--- src/hdl/ghash_accumulator_assert.svh ---
// Assertion macros for the checks in the top-level hash module.
`ifndef GHASH_ACCUMULATOR_ASSERT_SVH
`define GHASH_ACCUMULATOR_ASSERT_SVH

// Same-cycle implication, disabled while reset is asserted.
`define GHA_ASSERT_IMPLY(lbl, ck, rst_n, ante, cons) \
	lbl: assert property (@(posedge ck) disable iff (!(rst_n)) (ante) |-> (cons)) \
		else $error("implication check failed");

// Next-cycle implication, disabled while reset is asserted.
`define GHA_ASSERT_NEXT(lbl, ck, rst_n, ante, cons) \
	lbl: assert property (@(posedge ck) disable iff (!(rst_n)) (ante) |=> (cons)) \
		else $error("next-cycle check failed");

`endif

--- src/hdl/gha_pkg.sv ---
package gha_pkg;

	localparam int BLOCK_BYTES = 16;
	localparam int BLOCK_W     = 128;
	localparam int HALF_W      = 64;
	localparam int COUNT_W     = 5;
	localparam int QUEUE_DEPTH = 4;
	localparam int APB_ADDR_W  = 4;

	// Register index codes, taken from paddr[3].
	localparam logic REG_KEY_HIGH = 1'b0;
	localparam logic REG_KEY_LOW  = 1'b1;

	// GCM reduction constant applied to the top byte after a right shift.
	localparam logic [7:0] GF_REDUCE_TOP = 8'hE1;

	typedef struct packed {
		logic [BLOCK_W-1:0] data;
		logic               absorb;
		logic               last;
	} item_t;

	typedef struct packed {
		item_t item;
		logic  valid;
	} head_t;

	typedef struct packed {
		logic pop;
		logic pop_last;
		logic acc_zero;
	} back_stat_t;

	// z = x * y in GF(2^128), GCM bit order (bit 127 of the vector is GCM bit 0).
	function automatic logic [BLOCK_W-1:0] gf_mul(input logic [BLOCK_W-1:0] x,
			input logic [BLOCK_W-1:0] y);
		logic [BLOCK_W-1:0] r;
		logic [BLOCK_W-1:0] v;
		logic               lsb;
		r = '0;
		v = y;
		for (int i = 0; i < BLOCK_W; i++) begin
			if (x[BLOCK_W-1-i]) begin
				r = r ^ v;
			end
			lsb = v[0];
			v = v >> 1;
			if (lsb) begin
				v[BLOCK_W-1 -: 8] = v[BLOCK_W-1 -: 8] ^ GF_REDUCE_TOP;
			end
		end
		return r;
	endfunction

endpackage

--- src/hdl/gha_front.sv ---
module gha_front #(
	parameter int DEPTH = gha_pkg::QUEUE_DEPTH
) (
	input  logic                         clk,
	input  logic                         arst_n,
	input  logic                         blk_valid,
	output logic                         blk_stall,
	input  logic [gha_pkg::HALF_W-1:0]   block_high,
	input  logic [gha_pkg::HALF_W-1:0]   block_low,
	input  logic [gha_pkg::COUNT_W-1:0]  valid_bytes,
	input  logic                         last_block,
	input  logic                         pop,
	output gha_pkg::head_t               head
);

	localparam int PTR_W = (DEPTH > 1) ? $clog2(DEPTH) : 1;
	localparam int CNT_W = $clog2(DEPTH + 1);
	localparam logic [PTR_W-1:0] PTR_LAST = PTR_W'(DEPTH - 1);
	localparam logic [CNT_W-1:0] CNT_FULL = CNT_W'(DEPTH);

	gha_pkg::item_t               mem_q [DEPTH];
	gha_pkg::item_t               item_in;
	logic [PTR_W-1:0]             wr_ptr_q;
	logic [PTR_W-1:0]             rd_ptr_q;
	logic [CNT_W-1:0]             count_q;
	logic [gha_pkg::COUNT_W-1:0]  count_sat;
	logic [gha_pkg::BLOCK_W-1:0]  mask;
	logic                         push;

	// Saturate oversize counts to a full block, then zero the trailing bytes.
	always_comb begin
		count_sat = (valid_bytes > gha_pkg::COUNT_W'(gha_pkg::BLOCK_BYTES))
			? gha_pkg::COUNT_W'(gha_pkg::BLOCK_BYTES) : valid_bytes;
		for (int i = 0; i < gha_pkg::BLOCK_BYTES; i++) begin
			mask[gha_pkg::BLOCK_W-1-8*i -: 8] =
				(gha_pkg::COUNT_W'(i) < count_sat) ? 8'hFF : 8'h00;
		end
		item_in.data   = {block_high, block_low} & mask;
		item_in.absorb = (count_sat != '0);
		item_in.last   = last_block;
	end

	assign blk_stall  = (count_q == CNT_FULL);
	assign push       = blk_valid && !blk_stall;
	assign head.valid = (count_q != '0);
	assign head.item  = mem_q[rd_ptr_q];

	always_ff @(posedge clk) begin
		if (push) begin
			mem_q[wr_ptr_q] <= item_in;
		end
	end

	always_ff @(posedge clk or negedge arst_n) begin
		if (!arst_n) begin
			wr_ptr_q <= '0;
			rd_ptr_q <= '0;
			count_q  <= '0;
		end else begin
			if (push) begin
				wr_ptr_q <= (wr_ptr_q == PTR_LAST) ? '0 : wr_ptr_q + 1'b1;
			end
			if (pop) begin
				rd_ptr_q <= (rd_ptr_q == PTR_LAST) ? '0 : rd_ptr_q + 1'b1;
			end
			if (push && !pop) begin
				count_q <= count_q + 1'b1;
			end else if (pop && !push) begin
				count_q <= count_q - 1'b1;
			end
		end
	end

endmodule

--- config.mk ---
export PLATFORM = sky130hd
export DESIGN_NAME = gha_front
export DESIGN_NICKNAME = d
export VERILOG_FILES = /design/src/hdl/ghash_accumulator_assert.svh /design/src/hdl/gha_pkg.sv /design/src/hdl/gha_front.sv
export SDC_FILE = /design/constraint.sdc
export NUM_CORES = 1
export LEC_CHECK = 0
export BUFFER_PORTS_ARGS = -buffer_cell sky130_fd_sc_hd__buf_2
export CORE_MARGIN = 1
export CORE_UTILIZATION = 60
export DETAILED_ROUTE_END_ITERATION = 8
export GPL_TIMING_DRIVEN = 1
export PLACE_DENSITY = 0.94
export SETUP_SLACK_MARGIN = 0.1
export SYNTH_ARGS = -nofsm -noshare
export SYNTH_HDL_FRONTEND = slang
export SYNTH_SLANG_ARGS = --single-unit
--- constraint.sdc ---
create_clock -name clk -period 20.1 [get_ports clk]
set_input_delay 6.03 -clock clk [delete_from_list [all_inputs] [get_ports clk]]
set_output_delay 6.03 -clock clk [all_outputs]
set_load 0.01 [all_outputs]
Word-level counts from Yosys, hierarchy flattened. Memories as Yosys holds them, arrays and structs flattened. Index checks and enable logic that the tools add are counted.

Register bits: 7. Bits in latches: 0. RAM bits: 520. Bits in read-only memories: 0. Input port bits: 138. Output and inout port bits: 132. Word-level logic and storage cells: 61. Memories: 1.

Memory list: mem_q (depth 4, bits a word 130, rd ports 1, clocked after Yosys merged registers in 0, write ports 1, RTL line gha_front.sv:21) `gha_pkg::item_t mem_q [DEPTH];`.

$add $sub $neg: 4. Multipliers: 0. Divide/modulo/power cells: 0. $lt $le $gt $ge: 17. Eq/ne operators: 3. Shift operators: 0. Multiplexer cells: 23. Bitwise gates (word level): 1. Reduce and logical (&&, ||, !) cells: 9.

Operator list (number): bitwise AND 128 bit (1); two-way mux 8 bit (16); less-than comparator 4 x 5 -> 1 bit (first input constant) (8); less-than comparator 3 x 5 -> 1 bit (first input constant) (4); less-than comparator 1 x 5 -> 1 bit (first input constant) (2); less-than comparator 2 x 5 -> 1 bit (first input constant) (2); two-way mux 3 bit (2); > comparator 5 bit (second input constant) (1); two-way mux 5 bit (1); nonzero test 5 bit (1); adder 2 x 1 -> 2 bit (second input constant) (2); equality test 2 bit (second input constant) (2); two-way mux 2 bit (2); adder 3 x 1 -> 3 bit (second input constant) (1); equality test 3 bit (second input constant) (1); logical AND 1 bit (3); zero test 1 bit (3); nonzero test 3 bit (1); subtractor 3 x 1 -> 3 bit (second input constant) (1); two-way mux 1 bit (2); nonzero test 2 bit (1).

Depth between registers and ports, before layout. Gate-level depths: netlist (run 1).

Depth after elaboration: 7. Depth in mapped cells: 8.

Worst setup path before layout (run 1). Ideal clock, no wire load.

Path kind: input-to-reg. Start: input port blk_valid. End: memory mem_q[3][0] (netlist bit), enable pin. Arrival: 11.529 ns. Data required time: 19.476 ns. Slack: 7.947 ns. Stages on the path: 2. Path buffers: 0. Cell sequence: nand2_1 > nor2_1.

Longest elaborated chain between the ends: 3.

RTL lines: start: declaration (RTL line gha_front.sv:6) `input logic blk_valid,`; logical AND 1 bit (RTL line gha_front.sv:44) `assign push = blk_valid && !blk_stall;`; two-way mux 1 bit (RTL line gha_front.sv:49) `if (push) begin`; two-way mux 1 bit (implied by the code) (RTL line gha_front.sv:50) `mem_q[wr_ptr_q] <= item_in;`; end: declaration (RTL line gha_front.sv:21).

No other way between the ends.

==> summary.md, run 1 <==
- **Final setup violation count** 0
- **xor-xnor portion of the synthesized cell area** 0.00130
- **final design utilization** 0.715
- **Register Area** 15800 µm²
- **starting utilization of the core area** 0.615
- **Post-CTS Resized** 0
- **clock latency on the worst-skew pair** 0.57 ns
- **Tightest Hold Check Type** flip-flop to flip-flop
- **vias in the first global route** 10200
- **global-route total usage across every layer** 0.243
- **basic-gate share of the synthesized area counting and, or, nand and nor cells** 0.0453
- **Final Non-Filler Cells** 1648
- **type of destination of the critical path** primary output
- **clock buffers created by TritonCTS** 51
- **worst path cell trace** buf_4, mux4_2, buf_2
- **remaining routing DRC violations** 0
- **number of storage elements in the synthesis netlist** 527
- **maximum number of pins on one net before global-route repair** 75
- **NumNets Final** 1313
- **Tmin final** 9.42 ns
- **Post-Syn Area per Cell** 23.1 µm²
- **dpl ws** 11.16 ns
- **most used routing layer** met2
- **setup total negative slack** 0 ns
- **Via Count** 9698
- **global-route met1 utilization** 0.299
- **clock-pin slew of the registers on the worst-case setup and hold paths** 0.06 ns
- **vertical die dimension** 185 µm
- **category of the worst setup path launch point** flip-flop
- **fraction of final layout cells with drive strength greater than 1** 0.404
- **initial antenna violation count** 8
- **H-Tree Level Count** 2
- **Worst path slowest cell** sky130_fd_sc_hd__dfrtp_4
- **final global-route overflow total** 0
- **Initial DRT Pass Iterations** 5
- **type of the worst setup path** flip-flop to primary output
- **final routed wire length divided by cell count** 24.8 µm
- **detailed-placement wirelength estimate** 24400 µm
- **final weighted congestion in routability-driven placement** 0.746
- **actual transition at the worst max-transition pin** 1.13 ns
- **num rows** 66
- **setup repair after global routing missed its margin** false
- **Mapped Area** 20200 µm²
- **portion of the clock cycle consumed by the worst path in the final layout** 0.469
- **result of the run** finished clean
- **library cell used as clock root buffer** sky130_fd_sc_hd__clkbuf_16
- **required time at the worst-slack endpoint** 14.07 ns
- **kind of cell with the highest combined delay on the critical path** flip-flops
- **antenna-violating nets left** 0
- **Critical Path Fanout Max** 54
- **Critical path buffers and inverters** 2
- **Avg Vias per Cell** 5.88
- **clock sink total** 527
- **total count of hold-check failures in the final report** 0
- **number of buffers inserted by post-CTS setup repair** 0
- **number of pins with negative max-slew slack in the final report** 0
- **warnings from Yosys** 0
- **area delta synth->final** 16.2%
- **DRC violation total after the first TritonRoute iteration** 660
- **Fmax achieved** 106 MHz
- **Critical Path AT** 3.39 ns
- **largest family of logic cells by synthesized area** multiplexers
- **Post-Place Cells** 1557
- **TritonCTS clock tree** done
- **total core area** 32800 µm²
- **first-pass GRT wire length** 60000 µm
- **multiplexer fraction of the synthesized cell area** 0.147
- **layout filler cell count** 1851
- **met2 usage in global routing** 0.418
- **worst hold slack across all endpoints** 0.506 ns
- **headroom to the max-slew limit** 0.238
- **adder-cell area share of the yosys netlist** 0.00471
- **Top Ports** 270
- **count of max-cap constraint violations** 0
- **unique cell type count in the Yosys netlist** 35
- **number of I/O port buffers** 269
- **Net Count, Synth** 1017
- **hold buffer count at CTS** 0
- **delay of the slowest cell on the worst path** 1.12 ns
- **die extent in x** 185 µm
- **met3 Resource Use GR** 0.0608
- **clock tree buffer depth** 3
- **wire length reported by the detailed router** 40900 µm
- **cell type with the largest total area after synthesis** sky130_fd_sc_hd__edfxtp_1
- **area of the multi-input gates** 4140 µm²
- **Synth Instances** 872
- **Worst IR Drop VDD** 116 µV
- **Leak Pwr** 8.03 nW
- **power density relative to cell area** 142 nW/µm²
- **slack of the critical path** 10.68 ns
- **largest clock skew in the final design** 0.0301 ns
- **Die ar.** 34400 µm²
- **Synth Area in Compound Gates** 0.00558
- **share of Yosys cell area claimed by the top area cell type** 0.774
- **top post-synthesis cells by area** sky130_fd_sc_hd__edfxtp_1 77%, sky130_fd_sc_hd__mux4_2 15%, sky130_fd_sc_hd__nor2b_1 2.9%, sky130_fd_sc_hd__and2_1 1.1%, sky130_fd_sc_hd__dfrtp_1 0.87%
- **portion of the post-synthesis area used by sequential elements** 0.783
-- worst reg2reg max path: stages, from the launching register on --
cell	delay (ns)
sky130_fd_sc_hd__dfrtp_1	0.40
sky130_fd_sc_hd__nor3b_1	0.20
sky130_fd_sc_hd__nor2b_1	0.40
sky130_fd_sc_hd__and2_4	0.90
sky130_fd_sc_hd__buf_4	0.96
-- synthesized netlist by cell type --
cell type,n
sky130_fd_sc_hd__edfxtp_1,520
sky130_fd_sc_hd__mux4_2,130
sky130_fd_sc_hd__nor2b_1,92
sky130_fd_sc_hd__and2_1,35
sky130_fd_sc_hd__buf_2,20
sky130_fd_sc_hd__buf_6,10
sky130_fd_sc_hd__dfrtp_1,7
sky130_fd_sc_hd__clkbuf_1,6
sky130_fd_sc_hd__ha_1,6
sky130_fd_sc_hd__and2b_1,5
sky130_fd_sc_hd__nor2_1,5
sky130_fd_sc_hd__inv_1,4
sky130_fd_sc_hd__mux2_2,4
sky130_fd_sc_hd__or3_1,3
sky130_fd_sc_hd__a21o_1,2
sky130_fd_sc_hd__a21oi_1,2
sky130_fd_sc_hd__nand2_1,2
sky130_fd_sc_hd__xor2_1,2
sky130_fd_sc_hd__a211oi_1,1
sky130_fd_sc_hd__a21oi_2,1
sky130_fd_sc_hd__a21oi_4,1
sky130_fd_sc_hd__a311oi_2,1
sky130_fd_sc_hd__a31oi_1,1
sky130_fd_sc_hd__a31oi_2,1
sky130_fd_sc_hd__a41oi_1,1
sky130_fd_sc_hd__buf_4,1
sky130_fd_sc_hd__fa_1,1
sky130_fd_sc_hd__nor2_4,1
sky130_fd_sc_hd__nor3_1,1
sky130_fd_sc_hd__nor3b_1,1
sky130_fd_sc_hd__o21a_1,1
sky130_fd_sc_hd__o21ai_0,1
sky130_fd_sc_hd__or2_1,1
sky130_fd_sc_hd__or2_2,1
sky130_fd_sc_hd__xnor2_1,1
-- placed cells by master, fill, tap and decap left out, types with 2 or more instances in the layout --
cell | Yosys | routed
sky130_fd_sc_hd__mux2_2 | 4 | 4
sky130_fd_sc_hd__nor2_1 | 5 | 4
sky130_fd_sc_hd__dfrtp_4 | 0 | 2
sky130_fd_sc_hd__xor2_1 | 2 | 2
sky130_fd_sc_hd__or3_1 | 3 | 3
sky130_fd_sc_hd__buf_2 | 20 | 269
sky130_fd_sc_hd__a21oi_1 | 2 | 2
sky130_fd_sc_hd__nand2_1 | 2 | 2
sky130_fd_sc_hd__inv_1 | 4 | 4
sky130_fd_sc_hd__inv_6 | 0 | 3
sky130_fd_sc_hd__and2_4 | 0 | 3
sky130_fd_sc_hd__edfxtp_1 | 520 | 520
sky130_fd_sc_hd__dfrtp_1 | 7 | 5
sky130_fd_sc_hd__ha_1 | 6 | 6
sky130_fd_sc_hd__clkinv_1 | 0 | 5
sky130_fd_sc_hd__clkbuf_1 | 6 | 23
sky130_fd_sc_hd__a21o_1 | 2 | 2
sky130_fd_sc_hd__and2b_1 | 5 | 5
sky130_fd_sc_hd__nor2b_1 | 92 | 92
sky130_fd_sc_hd__clkinv_2 | 0 | 3
sky130_fd_sc_hd__buf_4 | 1 | 11
sky130_fd_sc_hd__nor2_4 | 1 | 2
sky130_fd_sc_hd__and2_1 | 35 | 32
sky130_fd_sc_hd__clkbuf_16 | 0 | 52
sky130_fd_sc_hd__mux4_2 | 130 | 130
sky130_fd_sc_hd__diode_2 | 0 | 3
-- report_power, final --
| part | leakage (nW) | switching, W | internal [W] |
|---|---|---|---|
| clock | 0.722 | 0.000373 | 0.000490 |
| sequential | 4.89 | 0.000112 | 0.00146 |
| combinational | 2.42 | 0.000476 | 0.000406 |
| total | 8.03 | 0.000960 | 0.00236 |
-- final timing paths --
path	slack [ns]	endpoint	from	cells past startpoint
min in group asynchronous	5.28	count_q[2]	arst_n	1
worst min-delay path	0.51	count_q[2]	count_q[2]	1
max in group asynchronous	14.63	rd_ptr_q[0]	arst_n	1
worst min register to register	0.51	count_q[2]	count_q[2]	1
worst max-delay path	10.68	head[30]	rd_ptr_q[0]	3
worst max register to register	16.81	mem_q[0][90]	count_q[2]	4
-- registers in the layout (all words and copies together), names as in the netlist --
| register | flops |
|---|---|
| count_q | 3 |
| mem_q | 520 |
| rd_ptr_q | 2 |
| wr_ptr_q | 2 |
-- final cells by class --
class,instances,share of cell area
Antenna cell,3,0.000320
Clock buffer,75,0.0592
Clock inverter,13,0.00454
Inverter,4,0.000641
Multi-Input combinational cell,304,0.176
Sequential cell,527,0.674
Tap cell,442,0.0236
Timing Repair Buffer,280,0.0610
-- cell families after synthesis --
group                      count (synthesis)
AOI/OAI and AO/OA                         13
xor gates and xnor gates                   3
adders and majority gates                  7
buffers and inverters                     41
DFF                                      527
muxes                                    134
and+or+nand+nor                          147
-- per-stage QoR --
step           area, µm²  total power [W]
6_report           23400          0.00332
3_3_place_gp       21900          0.00244
5_1_grt            23400          0.00345
4_1_cts            23400          0.00335
2_1_floorplan      20200          0.00217
3_5_place_dp       21900          0.00248
-- per-layer routing --
layer  up-vias  routed length, µm
li1       4187                  -
met5         -                 67
met2       424              21500
met1      4988              15000
met4        10               1060
met3        89               3260
Note: power is estimated with default switching activity, not from simulation.
==> run 2, diff against run 1 <==
- CORE_UTILIZATION: 60 -> 57
- PLACE_DENSITY: 0.94 -> 0.9
- clock period: 20.1 -> 8.9 ns (I/O delays scaled with it)
==> summary.md, run 2 (synthesis gave the netlist of run 1 again) <==
- **result of the run** finished clean
- **area delta synth->final** 16.7%
- **antenna-violating nets left** 0
- **detailed-placement wirelength estimate** 24500 µm
- **depth of the most critical reg-to-reg path** 4
- **Hold Crit Endpoint** count_q[2]
- **worst reg-to-reg setup slack** 6.01 ns
- **maximum number of pins on one net before global-route repair** 131
- **Worst IR Drop VDD** 365 µV
- **required time at the worst-slack endpoint** 6.23 ns
- **starting utilization of the core area** 0.581
- **origin of the worst min-delay path** count_q[2]
- **Die ar.** 36100 µm²
- **count of max-cap constraint violations** 0
- **hold depth** 1
- **largest clock skew in the final design** 0.0115 ns
- **Final setup violation count** 0
- **Post-Place Cells** 1568
- **clock buffers created by TritonCTS** 51
- **Tmin final** 5.93 ns
- **clock tree buffer depth** 3
- **total core area** 34700 µm²
- **Critical Path Fanout Max** 71
- **vias in the first global route** 10300
- **H-Tree Level Count** 2
- **Initial DRT Pass Iterations** 5
- **dpl ws** 3.58 ns
- **Leak Pwr** 8.08 nW
- **clock-pin slew of the registers on the worst-case setup and hold paths** 0.06 ns
- **Top Ports** 270
- **global-route total usage across every layer** 0.234
- **register with the most flip-flops** mem_q
- **headroom to the max-slew limit** 0.285
- **first-pass GRT wire length** 61300 µm
- **power density relative to cell area** 322 nW/µm²
- **portion of the clock cycle consumed by the worst path in the final layout** 0.667
- **fraction of final layout cells with drive strength greater than 1** 0.409
- **setup total negative slack** 0 ns
- **largest registers in the final layout** mem_q (520), count_q (3)
- **final design instance area without fill** 23500 µm²
- **DP Area** 22000 µm²
- **type of destination of the critical path** primary output
- **final global-route overflow total** 0
- **final weighted congestion in routability-driven placement** 0.742
- **Critical Path AT** 3.26 ns
- **clock latency on the worst-skew pair** 0.58 ns
- **hold buffer count at CTS** 0
- **TritonCTS clock tree** done
- **clock sink total** 527
- **final routed wire length divided by cell count** 24.7 µm
- **number of flip-flops under the largest register name** 520
- **number of buffers inserted by post-CTS setup repair** 0
- **RR Startpoint** count_q[2]
- **slack of the critical path** 2.97 ns
- **number of pins with negative max-slew slack in the final report** 0
- **actual transition at the worst max-transition pin** 1.07 ns
- **vertical die dimension** 190 µm
- **Post-CTS Resized** 0
- **initial antenna violation count** 5
- **type of the worst setup path** flip-flop to primary output
- **setup repair after global routing missed its margin** false
- **most common cell after layout, fill and taps aside** sky130_fd_sc_hd__edfxtp_1
- **total count of hold-check failures in the final report** 0
- **Avg Vias per Cell** 5.85
- **Final Non-Filler Cells** 1664
- **number of I/O port buffers** 269
- **category of the worst setup path launch point** flip-flop
- **wire length reported by the detailed router** 41100 µm
- **NumNets Final** 1311
- **DRC violation total after the first TritonRoute iteration** 819
- **Fmax achieved** 169 MHz
- **num rows** 68
- **library cell used as clock root buffer** sky130_fd_sc_hd__clkbuf_16
- **Via Count** 9739
- **top library cells by usage in the layout, fill and taps aside** 520 x sky130_fd_sc_hd__edfxtp_1, 269 x sky130_fd_sc_hd__buf_2, 130 x sky130_fd_sc_hd__mux4_2
- **Tightest Hold Check Type** flip-flop to flip-flop
- **die extent in x** 190 µm
- **Reg2Reg Capture Point** mem_q[2][32]
- **origin of the worst setup path** rd_ptr_q[1]
- **remaining routing DRC violations** 0
## run 2: layout make-up
cell class                      count  area [µm²]
Inverter                            4        15.0
Antenna cell                        3        7.51
Sequential cell                   527       15800
Clock buffer                       65        1370
Timing Repair Buffer              278        1440
Clock inverter                     28         209
Tap cell                          455         569
Multi-Input combinational cell    304        4140
Fill cell                        2154       11200
## run 2: routing by layer
metal / global-route usage / up-vias / part of all wire
met5: 0 / - / 0.00066
met4: 0.0673 / 4 / 0.017
met3: 0.0456 / 56 / 0.076
met2: 0.385 / 432 / 0.51
met1: 0.321 / 5060 / 0.40
li1: - / 4187 / -
## run 2: worst max-delay path by stage
stage,end,slack [ns],depth (start not counted)
6_report,head[28],2.97,3
3_3_place_gp,head[55],3.58,3
5_1_grt,head[59],2.86,3
2_1_floorplan,mem_q[3][0],0.11,2
4_1_cts,head[28],2.95,3
3_5_place_dp,head[60],3.58,3
## run 2: through the flow
stage	hold slack, ns	util	power (W)
floorplan	0.447	-	0.00490
global placement	0.476	0.632	0.00555
detailed placement	0.485	0.632	0.00563
CTS	0.491	0.678	0.00767
global route	0.499	0.678	0.00790
finish	0.499	0.678	0.00759
## run 2: worst max-delay path, cell delays in order, from the launching register on
cell,delay [ns]
sky130_fd_sc_hd__dfrtp_4,1.12
sky130_fd_sc_hd__buf_4,0.81
sky130_fd_sc_hd__mux4_2,0.46
sky130_fd_sc_hd__buf_2,0.16
## run 2: where the power goes
part | internal, W | switching (W)
Sequential | 0.00330 | 0.000202
Clock | 0.00117 | 0.000867
Combinational | 0.000925 | 0.00112
==> run 3, diff against run 2 <==
- clock period: 8.9 -> 5.7 ns (I/O delays scaled with it)
==> summary.md, run 3 (synthesis gave the netlist of run 1 again) <==
- **result of the run** finished clean
- **portion of the clock cycle consumed by the worst path in the final layout** 0.741
- **number of buffers inserted by post-CTS setup repair** 0
- **Initial DRT Pass Iterations** 5
- **worst reg-to-reg setup slack** 3.07 ns
- **actual transition at the worst max-transition pin** 1.16 ns
- **DP Area** 22000 µm²
- **NumNets Final** 1315
- **number of pins with negative max-slew slack in the final report** 0
- **clock sink total** 527
- **total core area** 34700 µm²
- **hold depth** 1
- **vias in the first global route** 9860
- **wire length reported by the detailed router** 39500 µm
- **Critical Path Fanout Max** 39
- **Tmin final** 4.22 ns
- **remaining routing DRC violations** 0
- **Post-CTS Resized** 0
- **Die ar.** 36100 µm²
- **setup total negative slack** 0 ns
- **worst path cell trace** buf_4, mux4_2, buf_2
- **count of max-cap constraint violations** 0
- **die extent in x** 190 µm
- **register with the most flip-flops** mem_q
- **most common cell after layout, fill and taps aside** sky130_fd_sc_hd__edfxtp_1
- **hold buffer count at CTS** 0
- **RR Startpoint** count_q[2]
- **Top Ports** 270
- **TritonCTS clock tree** done
- **maximum number of pins on one net before global-route repair** 131
- **Critical Path AT** 2.51 ns
- **clock buffers created by TritonCTS** 51
- **vertical die dimension** 190 µm
- **Fmax achieved** 237 MHz
- **initial antenna violation count** 11
- **type of destination of the critical path** primary output
- **Via Count** 9621
- **layout filler cell count** 2197
- **first-pass GRT wire length** 58700 µm
- **Hold Crit Endpoint** count_q[2]
- **fraction of final layout cells with drive strength greater than 1** 0.408
- **overall power consumption** 0.0117 W
- **H-Tree Level Count** 2
- **setup repair after global routing missed its margin** false
- **total count of hold-check failures in the final report** 0
- **DRC violation total after the first TritonRoute iteration** 532
- **headroom to the max-slew limit** 0.218
- **number of I/O port buffers** 269
- **category of the worst setup path launch point** flip-flop
- **clock-pin slew of the registers on the worst-case setup and hold paths** 0.06 ns
- **origin of the worst min-delay path** count_q[2]
- **top library cells by usage in the layout, fill and taps aside** 520 x sky130_fd_sc_hd__edfxtp_1, 269 x sky130_fd_sc_hd__buf_2, 130 x sky130_fd_sc_hd__mux4_2
- **final design instance area without fill** 23600 µm²
- **required time at the worst-slack endpoint** 3.99 ns
- **Worst path slowest cell** sky130_fd_sc_hd__dfrtp_4
- **final global-route overflow total** 0
- **power density relative to cell area** 497 nW/µm²
- **num rows** 68
- **delay of the slowest cell on the worst path** 0.81 ns
- **number of flip-flops under the largest register name** 520
- **antenna-violating nets left** 0
- **Final setup violation count** 0
- **final routed wire length divided by cell count** 23.6 µm
- **largest registers in the final layout** mem_q (520), count_q (3)
- **slack of the critical path** 1.48 ns
- **dpl ws** 1.84 ns
- **Tightest Hold Check Type** flip-flop to flip-flop
- **final weighted congestion in routability-driven placement** 0.742
- **area delta synth->final** 17.0%
- **Reg2Reg Capture Point** mem_q[2][97]
- **largest clock skew in the final design** 0.0111 ns
- **library cell used as clock root buffer** sky130_fd_sc_hd__clkbuf_16
- **Leak Pwr** 8.09 nW
- **Avg Vias per Cell** 5.76
- **depth of the most critical reg-to-reg path** 4
- **detailed-placement wirelength estimate** 23600 µm
- **type of the worst setup path** flip-flop to primary output
- **global-route total usage across every layer** 0.223
- **clock latency on the worst-skew pair** 0.55 ns
- **clock tree buffer depth** 3
- **Worst IR Drop VDD** 570 µV
- **starting utilization of the core area** 0.581
## run 3: layout make-up
type	instances	area, µm²	area share
Sequential cell	527	15800	0.669
Multi-Input combinational cell	304	4140	0.175
Timing Repair Buffer	282	1530	0.0649
Clock buffer	67	1380	0.0584
Tap cell	455	569	0.0241
Clock inverter	20	144	0.00610
Antenna cell	10	25.0	0.00106
Inverter	4	15.0	0.000636
## run 3: how the worst max path moves through the flow
stage	from	end	slack, ns	cells after the start
final	rd_ptr_q[1]	head[65]	1.48	3
after global routing	rd_ptr_q[1]	head[65]	1.39	3
after CTS	rd_ptr_q[1]	head[65]	1.47	3
after detailed placement	blk_valid	mem_q[2][66]	1.84	4
after global placement	blk_valid	mem_q[2][66]	1.96	4
after floorplan	blk_valid	mem_q[3][0]	0.12	2
## run 3: stage by stage
stage                     hold slack, ns  utilization  instances
after CTS                          0.480        0.679       1659
after floorplan                    0.447            -        872
after detailed placement           0.467        0.635       1572
after global placement             0.466        0.635       1572
after global routing               0.508        0.680       1666
final                              0.482        0.680       1669
## run 3: power by group
part	switching, W	leakage [nW]	internal, W
Sequential	0.000251	4.89	0.00515
Combinational	0.00179	2.46	0.00147
Clock	0.00129	0.741	0.00178
## run 3: metal layers
layer / global-route usage / vias to the layer above / wire length, µm
met5: 0 / - / 8
met3: 0.0566 / 63 / 3230
met1: 0.300 / 4949 / 15300
li1: - / 4189 / -
met4: 0.0775 / 2 / 886
met2: 0.359 / 418 / 20100
## run 3: worst max-delay path: cells and delay by family, from the launching register on
kind,cells,cell delay [ns]
mux,1,0.41
buf+inv,2,0.68
flops,1,0.81
